--- src/simple_moving_average_defines.svh ---
// assertion macros shared by the moving average rtl
// no dependencies; included by files that carry concurrent assertions
`ifndef SIMPLE_MOVING_AVERAGE_DEFINES_SVH
`define SIMPLE_MOVING_AVERAGE_DEFINES_SVH

// same-cycle implication, disabled while reset is low
`define SMA_ASSERT_IMPL(name, clock, resetn, ante, cons, msg) \
    name: assert property (@(posedge clock) disable iff (!resetn) (ante) |-> (cons)) \
        else $error(msg);

// next-cycle implication, disabled while reset is low
`define SMA_ASSERT_NEXT(name, clock, resetn, ante, cons, msg) \
    name: assert property (@(posedge clock) disable iff (!resetn) (ante) |=> (cons)) \
        else $error(msg);

`endif

--- src/sma_pkg.sv ---
// shared types and fixed constants for the moving average block
// no dependencies
`default_nettype none

package sma_pkg;

    // configuration register file
    localparam int WLEN_BITS  = 9;
    localparam int WLEN_RESET = 16;
    localparam int PADDR_BITS = 3;
    localparam int PDATA_BITS = 32;

    // register indexes (paddr word select)
    localparam logic REG_WINDOW_LENGTH = 1'b0;

    // requests from the sequencer to the ring store
    typedef struct packed {
        logic rd;
        logic wr;
        logic clear;
    } sma_ring_ctrl_t;

    // divider status back to the sequencer
    typedef struct packed {
        logic busy;
        logic done;
    } sma_div_stat_t;

endpackage

`default_nettype wire

--- src/sma_ring.sv ---
// ring store of recent samples with write index and wrap flag
// depends on sma_pkg and simple_moving_average_defines.svh
`default_nettype none

module sma_ring #(
    parameter int DEPTH     = 256,
    parameter int DATA_BITS = 16,
    parameter int LEN_BITS  = 9
) (
    input  wire logic                          clk,
    input  wire logic                          rst_n,
    input  wire sma_pkg::sma_ring_ctrl_t       ctrl,
    input  wire logic [LEN_BITS-1:0]           len,
    input  wire logic signed [DATA_BITS-1:0]   wr_data,
    output logic signed [DATA_BITS-1:0]        old_sample
);
    import sma_pkg::*;
    `include "simple_moving_average_defines.svh"

    localparam int IDX_BITS = $clog2(DEPTH);

    logic signed [DATA_BITS-1:0] mem [DEPTH];
    logic signed [DATA_BITS-1:0] rd_data_reg;
    logic [IDX_BITS-1:0]         idx_reg;
    logic [IDX_BITS-1:0]         idx_next;
    logic                        wrapped_reg;
    logic                        wrapped_next;
    logic [LEN_BITS:0]           idx_inc;
    logic                        wrap;

    // store contents are only trusted once the index has wrapped
    always_ff @(posedge clk)
    begin
        if (ctrl.rd)
        begin
            rd_data_reg <= mem[idx_reg];
        end
        if (ctrl.wr)
        begin
            mem[idx_reg] <= wr_data;
        end
    end

    assign idx_inc = (LEN_BITS+1)'(idx_reg) + (LEN_BITS+1)'(1);
    assign wrap    = idx_inc >= (LEN_BITS+1)'(len);

    always_comb
    begin
        idx_next     = idx_reg;
        wrapped_next = wrapped_reg;
        if (ctrl.clear)
        begin
            idx_next     = '0;
            wrapped_next = 1'b0;
        end
        else if (ctrl.wr)
        begin
            idx_next     = wrap ? '0 : IDX_BITS'(idx_inc);
            wrapped_next = wrapped_reg | wrap;
        end
    end

    always_ff @(posedge clk or negedge rst_n)
    begin
        if (!rst_n)
        begin
            idx_reg     <= '0;
            wrapped_reg <= 1'b0;
        end
        else
        begin
            idx_reg     <= idx_next;
            wrapped_reg <= wrapped_next;
        end
    end

    // unwritten slots read as zero
    assign old_sample = wrapped_reg ? rd_data_reg : '0;

    `SMA_ASSERT_IMPL(a_ring_idx_in_window, clk, rst_n, 1'b1,
        (LEN_BITS+1)'(idx_reg) < (LEN_BITS+1)'(len), "ring index outside window")

endmodule

`default_nettype wire

--- src/sma_div.sv ---
// bit-serial restoring divider, one quotient bit per cycle
// depends on sma_pkg and simple_moving_average_defines.svh
`default_nettype none

module sma_div #(
    parameter int DIVIDEND_BITS = 24,
    parameter int DIVISOR_BITS  = 9
) (
    input  wire logic                      clk,
    input  wire logic                      rst_n,
    input  wire logic                      start,
    input  wire logic [DIVIDEND_BITS-1:0]  dividend,
    input  wire logic [DIVISOR_BITS-1:0]   divisor,
    output logic [DIVIDEND_BITS-1:0]       quotient,
    output sma_pkg::sma_div_stat_t         stat
);
    import sma_pkg::*;
    `include "simple_moving_average_defines.svh"

    localparam int CNT_BITS = $clog2(DIVIDEND_BITS + 1);

    logic [DIVIDEND_BITS-1:0] quo_reg;
    logic [DIVISOR_BITS-1:0]  rem_reg;
    logic [DIVISOR_BITS-1:0]  rem_next;
    logic [DIVISOR_BITS-1:0]  divisor_reg;
    logic [CNT_BITS-1:0]      cnt_reg;
    logic                     done_reg;
    logic [DIVISOR_BITS:0]    trial;
    logic [DIVISOR_BITS:0]    diff;
    logic                     fits;

    // dividend shifts out at the top, quotient bits shift in at the bottom
    assign trial    = {rem_reg, quo_reg[DIVIDEND_BITS-1]};
    assign diff     = trial - {1'b0, divisor_reg};
    assign fits     = trial >= {1'b0, divisor_reg};
    assign rem_next = fits ? diff[DIVISOR_BITS-1:0] : trial[DIVISOR_BITS-1:0];

    always_ff @(posedge clk)
    begin
        if (start)
        begin
            quo_reg     <= dividend;
            rem_reg     <= '0;
            divisor_reg <= divisor;
        end
        else if (cnt_reg != '0)
        begin
            quo_reg <= {quo_reg[DIVIDEND_BITS-2:0], fits};
            rem_reg <= rem_next;
        end
    end

    always_ff @(posedge clk or negedge rst_n)
    begin
        if (!rst_n)
        begin
            cnt_reg  <= '0;
            done_reg <= 1'b0;
        end
        else if (start)
        begin
            cnt_reg  <= CNT_BITS'(DIVIDEND_BITS);
            done_reg <= 1'b0;
        end
        else
        begin
            done_reg <= (cnt_reg == CNT_BITS'(1));
            if (cnt_reg != '0)
            begin
                cnt_reg <= cnt_reg - CNT_BITS'(1);
            end
        end
    end

    assign quotient  = quo_reg;
    assign stat.busy = cnt_reg != '0;
    assign stat.done = done_reg;

    `SMA_ASSERT_IMPL(a_div_rem_below_divisor, clk, rst_n, stat.busy,
        rem_reg < divisor_reg, "partial remainder not below divisor")

endmodule

`default_nettype wire

--- src/simple_moving_average.sv ---
// simple moving average over a ring store of the most recent samples
// depends on sma_pkg, sma_ring, sma_div and simple_moving_average_defines.svh
//
// usage
//   sample channel: sample with sample_valid / sample_stall; an item is taken
//     at a clock edge with sample_valid high and sample_stall low
//   average channel: average with average_valid / average_stall, held in an
//     output register so a new sample can be taken while a result waits
//   apb port: register 0 (byte address 0) is window_length, 9 bits; 0 acts
//     as 1 and values above MAX_WINDOW act as MAX_WINDOW; a write clears the
//     window (sum, write index and store), so write it only while idle
//   timing: a new sample is taken only once the previous one has left the
//     divider; the oldest sample is read at the accepting edge, then the
//     running sum is updated, the divider is loaded with the magnitude, the
//     bit-serial divider works out one quotient bit per bit of the running sum
//     (24 at the defaults) and the result lands in the output register
//   reset: window length 16, running sum and write index zero, store reads
//     as zero until the write index first wraps (no clearing pass)
//   stall: if average_stall holds the previous result, the finished
//     quotient waits in the divider and no new sample is taken meanwhile
`default_nettype none

module simple_moving_average #(
    parameter int MAX_WINDOW  = 256,
    parameter int SAMPLE_BITS = 16
) (
    input  wire logic                                 clk,
    input  wire logic                                 rst_n,
    // apb configuration
    input  wire logic                                 psel,
    input  wire logic                                 penable,
    input  wire logic                                 pwrite,
    input  wire logic [sma_pkg::PADDR_BITS-1:0]       paddr,
    input  wire logic [sma_pkg::PDATA_BITS-1:0]       pwdata,
    output logic [sma_pkg::PDATA_BITS-1:0]            prdata,
    output logic                                      pready,
    // sample items
    input  wire logic                                 sample_valid,
    output logic                                      sample_stall,
    input  wire logic signed [SAMPLE_BITS-1:0]        sample,
    // average items
    output logic                                      average_valid,
    input  wire logic                                 average_stall,
    output logic signed [SAMPLE_BITS-1:0]             average
);
    import sma_pkg::*;
    `include "simple_moving_average_defines.svh"

    localparam int IDX_BITS  = $clog2(MAX_WINDOW);
    localparam int LEN_BITS  = $clog2(MAX_WINDOW + 1);
    localparam int SUM_BITS  = SAMPLE_BITS + IDX_BITS;
    localparam int LEN_RESET = (WLEN_RESET > MAX_WINDOW) ? MAX_WINDOW : WLEN_RESET;

    // sequencer states
    localparam logic [2:0] ST_IDLE = 3'd0;
    localparam logic [2:0] ST_UPD  = 3'd1;
    localparam logic [2:0] ST_LOAD = 3'd2;
    localparam logic [2:0] ST_DIV  = 3'd3;
    localparam logic [2:0] ST_HOLD = 3'd4;

    logic [2:0]                  state_reg;
    logic [2:0]                  state_next;

    logic [WLEN_BITS-1:0]        wlen_reg;
    logic [LEN_BITS-1:0]         len_reg;
    logic [LEN_BITS-1:0]         len_clamped;
    logic [WLEN_BITS-1:0]        wlen_in;
    logic                        cfg_wr;
    logic                        cfg_len_wr;

    logic signed [SAMPLE_BITS-1:0] sample_reg;
    logic signed [SAMPLE_BITS-1:0] old_sample;
    logic signed [SUM_BITS-1:0]  sum_reg;
    logic signed [SUM_BITS-1:0]  sum_next;
    logic [SUM_BITS-1:0]         sum_mag;
    logic                        neg_reg;

    logic                        accept;
    logic                        out_free;
    logic                        load_out;
    logic                        out_valid_reg;
    logic signed [SAMPLE_BITS-1:0] avg_reg;
    logic [SAMPLE_BITS-1:0]      quo_low;
    logic [SUM_BITS-1:0]         quotient;

    sma_ring_ctrl_t              ring_ctrl;
    sma_div_stat_t               div_stat;

    // ---------------- configuration port ----------------
    assign pready     = 1'b1;
    assign cfg_wr     = psel & penable & pwrite & pready;
    assign cfg_len_wr = cfg_wr & (paddr[PADDR_BITS-1] == REG_WINDOW_LENGTH);
    assign wlen_in    = pwdata[WLEN_BITS-1:0];
    assign prdata     = (paddr[PADDR_BITS-1] == REG_WINDOW_LENGTH) ?
                        PDATA_BITS'(wlen_reg) : '0;

    // zero means one, anything past the store depth saturates
    always_comb
    begin
        if (wlen_in == '0)
        begin
            len_clamped = LEN_BITS'(1);
        end
        else if (32'(wlen_in) > 32'(MAX_WINDOW))
        begin
            len_clamped = LEN_BITS'(MAX_WINDOW);
        end
        else
        begin
            len_clamped = LEN_BITS'(wlen_in);
        end
    end

    always_ff @(posedge clk or negedge rst_n)
    begin
        if (!rst_n)
        begin
            wlen_reg <= WLEN_BITS'(WLEN_RESET);
            len_reg  <= LEN_BITS'(LEN_RESET);
        end
        else if (cfg_len_wr)
        begin
            wlen_reg <= wlen_in;
            len_reg  <= len_clamped;
        end
    end

    // ---------------- sequencer ----------------
    assign sample_stall = (state_reg != ST_IDLE);
    assign accept       = sample_valid & ~sample_stall;
    assign out_free     = ~out_valid_reg | ~average_stall;
    assign load_out     = ((state_reg == ST_DIV) & div_stat.done & out_free) |
                          ((state_reg == ST_HOLD) & out_free);

    always_comb
    begin
        state_next = state_reg;
        case (state_reg)
            ST_IDLE:
            begin
                if (accept)
                begin
                    state_next = ST_UPD;
                end
            end
            ST_UPD:
            begin
                state_next = ST_LOAD;
            end
            ST_LOAD:
            begin
                state_next = ST_DIV;
            end
            ST_DIV:
            begin
                if (div_stat.done)
                begin
                    state_next = out_free ? ST_IDLE : ST_HOLD;
                end
            end
            ST_HOLD:
            begin
                if (out_free)
                begin
                    state_next = ST_IDLE;
                end
            end
            default:
            begin
                state_next = ST_IDLE;
            end
        endcase
    end

    always_ff @(posedge clk or negedge rst_n)
    begin
        if (!rst_n)
        begin
            state_reg <= ST_IDLE;
        end
        else
        begin
            state_reg <= state_next;
        end
    end

    // read the oldest slot on accept, overwrite it during the sum update
    assign ring_ctrl.rd    = accept;
    assign ring_ctrl.wr    = (state_reg == ST_UPD);
    assign ring_ctrl.clear = cfg_len_wr;

    sma_ring #(
        .DEPTH     (MAX_WINDOW),
        .DATA_BITS (SAMPLE_BITS),
        .LEN_BITS  (LEN_BITS)
    ) u_ring (
        .clk        (clk),
        .rst_n      (rst_n),
        .ctrl       (ring_ctrl),
        .len        (len_reg),
        .wr_data    (sample_reg),
        .old_sample (old_sample)
    );

    always_ff @(posedge clk)
    begin
        if (accept)
        begin
            sample_reg <= sample;
        end
    end

    // ---------------- running sum ----------------
    assign sum_next = sum_reg
                    + {{IDX_BITS{sample_reg[SAMPLE_BITS-1]}}, sample_reg}
                    - {{IDX_BITS{old_sample[SAMPLE_BITS-1]}}, old_sample};

    always_ff @(posedge clk or negedge rst_n)
    begin
        if (!rst_n)
        begin
            sum_reg <= '0;
        end
        else if (cfg_len_wr)
        begin
            sum_reg <= '0;
        end
        else if (state_reg == ST_UPD)
        begin
            sum_reg <= sum_next;
        end
    end

    // sign and magnitude so the divide truncates toward zero
    assign sum_mag = sum_reg[SUM_BITS-1] ? ('0 - SUM_BITS'(sum_reg)) : SUM_BITS'(sum_reg);

    always_ff @(posedge clk)
    begin
        if (state_reg == ST_LOAD)
        begin
            neg_reg <= sum_reg[SUM_BITS-1];
        end
    end

    sma_div #(
        .DIVIDEND_BITS (SUM_BITS),
        .DIVISOR_BITS  (LEN_BITS)
    ) u_div (
        .clk      (clk),
        .rst_n    (rst_n),
        .start    (state_reg == ST_LOAD),
        .dividend (sum_mag),
        .divisor  (len_reg),
        .quotient (quotient),
        .stat     (div_stat)
    );

    // ---------------- output register ----------------
    // the quotient always fits the sample width, the negative extreme included
    assign quo_low = quotient[SAMPLE_BITS-1:0];

    always_ff @(posedge clk)
    begin
        if (load_out)
        begin
            avg_reg <= neg_reg ? SAMPLE_BITS'('0 - quo_low) : quo_low;
        end
    end

    always_ff @(posedge clk or negedge rst_n)
    begin
        if (!rst_n)
        begin
            out_valid_reg <= 1'b0;
        end
        else if (load_out)
        begin
            out_valid_reg <= 1'b1;
        end
        else if (!average_stall)
        begin
            out_valid_reg <= 1'b0;
        end
    end

    assign average_valid = out_valid_reg;
    assign average       = avg_reg;

    `SMA_ASSERT_NEXT(a_accept_starts_update, clk, rst_n, accept,
        state_reg == ST_UPD, "accepted item did not start the sum update")
    `SMA_ASSERT_IMPL(a_div_busy_until_done, clk, rst_n,
        (state_reg == ST_DIV) && !div_stat.done, div_stat.busy,
        "divider idle while sequencer waits on it")
    `SMA_ASSERT_IMPL(a_len_in_range, clk, rst_n, 1'b1,
        (len_reg != '0) && (32'(len_reg) <= 32'(MAX_WINDOW)),
        "window length outside one to store depth")

endmodule

`default_nettype wire

--- config.mk ---
export PLATFORM = sky130hd
export DESIGN_NAME = simple_moving_average
export DESIGN_NICKNAME = d
export VERILOG_FILES = /design/src/sma_pkg.sv /design/src/sma_ring.sv /design/src/sma_div.sv /design/src/simple_moving_average.sv
export VERILOG_INCLUDE_DIRS = /design/src /design/src/src
export SDC_FILE = /design/constraint.sdc
export NUM_CORES = 2
export LEC_CHECK = 0
export BUFFER_PORTS_ARGS = -buffer_cell sky130_fd_sc_hd__buf_2
export CAP_MARGIN = 10
export CORE_MARGIN = 2
export CORE_UTILIZATION = 60
export DETAILED_ROUTE_END_ITERATION = 10
export HOLD_SLACK_MARGIN = 0.05
export PLACE_DENSITY = 0.79
export SLEW_MARGIN = 0
export SYNTH_ARGS = -nofsm -noshare
export SYNTH_HDL_FRONTEND = slang
export SYNTH_HIERARCHICAL = 1
export SYNTH_SLANG_ARGS = --single-unit
--- constraint.sdc ---
create_clock -name clk -period 9.9 [get_ports clk]
set_input_delay 0 -clock clk [delete_from_list [all_inputs] [get_ports clk]]
set_output_delay 0 -clock clk [all_outputs]
set_load 0.005 [all_outputs]
==> reports/metrics.yaml <==
outcome: "finished with violations"
violations: "slew limit"
drive_gt1_frac: 0.257
skew_ns: 0.0844
synth_top_family_by_area: "multiplexers"
cp-start-kind: "flop"
period_minus_slack_ns: 5.50
clock-root-buffer: "clkbuf_16"
synth_area_um2: 165000
postCtsSetupRepairBufs: 0
dp_hpwl_mm: 226
cts_tree: "built"
synth_flop_cell: "edfxtp_1"
grt_max_degree: 217
slowest_stage: "o41ai_2"
crit_family: "compound AO/OA/AOI/OAI gates"
final_nets: 8271
cpPeakStageDelay_ns: 1.18
vias: 86100
end_kind: "flop"
tightest_slew_ns: 1.57
totalWireLength_mm: 440
synth_top_area_share: 0.762
grtUsageTotal: 0.316
vias_per_cell: 7.13
yosysUniqueCellTypes: 80
clk_pin_slew_ns: 0.07
setup_viol: 0
dpl_cell_area_um2: 171000
fillCellCount: 15500
yosys_warnings: 6
rsz0062_at_grt: "no"
ant_nets: 0
layout_commonest_cell: "edfxtp_1"
drtPass1Iterations: 6
clock_path_buffers: 4
core_um2: 273000
fmax_ghz: 0.182
tns_ns: 0
holdWs_ns: 0.115
synth.area.mux_share: 0.142
crit_required_ns: 10.58
p_leak_nw: 57.4
die_area_um2: 279000
grt_overflow: 0
cts_made_buffers: 416
path_buf_inv: 2
relSlewSlack: -0.0485
grt_pass1_vias: 86100
synth-simple-area-share: 0.0165
dieWidth_um: 528
async_flop_share: 0.0144
avgSynthCellArea_um2: 21.5
gp_congestion: 0.880
synth_edf_count: 4178
layout_setup_ws_ns: 4.40
clk_latency_ns: 1.02
seq_area_frac_synth: 0.772
finalHoldViolCount: 0
synth_adder_area_share: 0.00687
syn_inst: 7662
synthTopCellsByArea: "edfxtp_1, mux4_2, a22oi_1, a21oi_1, dfrtp_1"
cts_sinks: 4248
routedWlPerCell_um: 36.4
htree_levels: 5
grt_antenna_before_repair: 24
powerDensity_nw_per_um2: 247
crit_arrival_ns: 6.17
layout_common_cells: "edfxtp_1, mux4_2, a22oi_1, clkbuf_16, buf_4"
largest_register_ffs: 4096
timing.final.crit_share: 0.555
synthXorXnorAreaFrac: 0.00330
drtIter0Drc: 14900
path_max_fanout: 103
critPathKind: "reg2reg"
design_area_um2: 185000
cpMostUsedCell: "buf_12"
io-pin-count: 109
portBuffers: 59
max-vdd-ir-drop_v: 0.000232
synth-compound-area-share: 0.0423
die_y_um: 528
area_growth_pct: 12.3
maxSlewViolCount: 77
drc: 0
max-cap-violations: 0
rows: 192
worstHoldPathType: "in2reg"
ys_ff_latch: 4248
cp_cell_sequence: "buf_12, buf_12, mux4_2, a22oi_1, a21oi_1, o41ai_2, nand4_1"
hold_buffers: 77
post_cts_resized: 0
totalPowerFinal_mw: 45.6
synth.largest_area_cell: "edfxtp_1"
grt_pass1_wl_mm: 628
dp_worst_setup_slack_ns: 4.69
start_util: 0.602
[path summary, 6_finish.rpt]
path                                         end  slack [ns]               from  cells after the start
hold reg to reg                 u_div/rem_reg[1]        0.48   u_div/rem_reg[1]                      2
setup reg to reg           u_ring/rd_data_reg[2]        4.40  u_ring/idx_reg[0]                      7
min in group asynchronous           state_reg[2]        0.24              rst_n                      4
max in group asynchronous             len_reg[5]        8.52              rst_n                      4
hold / removal                        average[8]        0.11      average_stall                      4
setup / recovery           u_ring/rd_data_reg[2]        4.40  u_ring/idx_reg[0]                      7
[synth_stat cells (all sizes together), types with 11 or more instances]
cell type     n
nand2       139
nor2b        19
xnor2        53
dfrtp        59
buf         210
o21ai        42
inv         122
edfxtp     4178
o31ai        14
clkbuf      262
nand4        24
a22oi       512
mux2         25
o41ai        68
ha           52
a21oi       309
and2         22
mux4       1024
fa           24
and3         11
nand3        36
nor2        293
[tightest hold or removal path, delay by kind of cell]
| family | cells | cell delay [ns] |
|---|---|---|
| buffers and inverters | 3 | 0.83 |
| AOI/OAI and AO/OA | 1 | 0.06 |
[metal layers]
| metal | wire length, um | share of wire | up-vias | global-route usage |
|---|---|---|---|---|
| li1 | - | - | 33100 | - |
| met1 | 142000 | 0.32 | 44200 | 0.413 |
| met2 | 210000 | 0.48 | 7372 | 0.493 |
| met3 | 59200 | 0.13 | 1386 | 0.0820 |
| met4 | 28200 | 0.064 | 30 | 0.170 |
| met5 | 208 | 0.00047 | - | 0 |
[cell families after synthesis]
logic type,Yosys count
DFF,4248
xor gates and xnor gates,62
and+or+nand+nor,605
buffers and inverters,595
adders and majority gates,76
muxes,1059
AOI/OAI and AO/OA,1015
other,2
[report_power, final]
group | switching [mW] | internal, mW
registers | 0.272 | 19.7
logic | 5.19 | 4.62
clock network | 6.69 | 9.09
total | 12.1 | 33.4
[area by class of cell]
type | instances | area [um^2] | area share
clock buffer | 487 | 10800 | 0.0585
tap | 3589 | 4490 | 0.0243
antenna | 13 | 32.5 | 0.000176
multi-input combinational | 2841 | 35200 | 0.190
inverter | 123 | 462 | 0.00250
sequential | 4248 | 127000 | 0.688
timing repair buffer | 507 | 4170 | 0.0226
clock inverter | 256 | 2580 | 0.0140
[stage by stage]
step / util / cells
after CTS: 0.676 / 12100
after global routing: 0.676 / 12100
after floorplan: - / 7684
after detailed placement: 0.624 / 11200
final: 0.676 / 12100
after global placement: 0.624 / 11200
No activity file was read; power rests on OpenSTA's default activity.
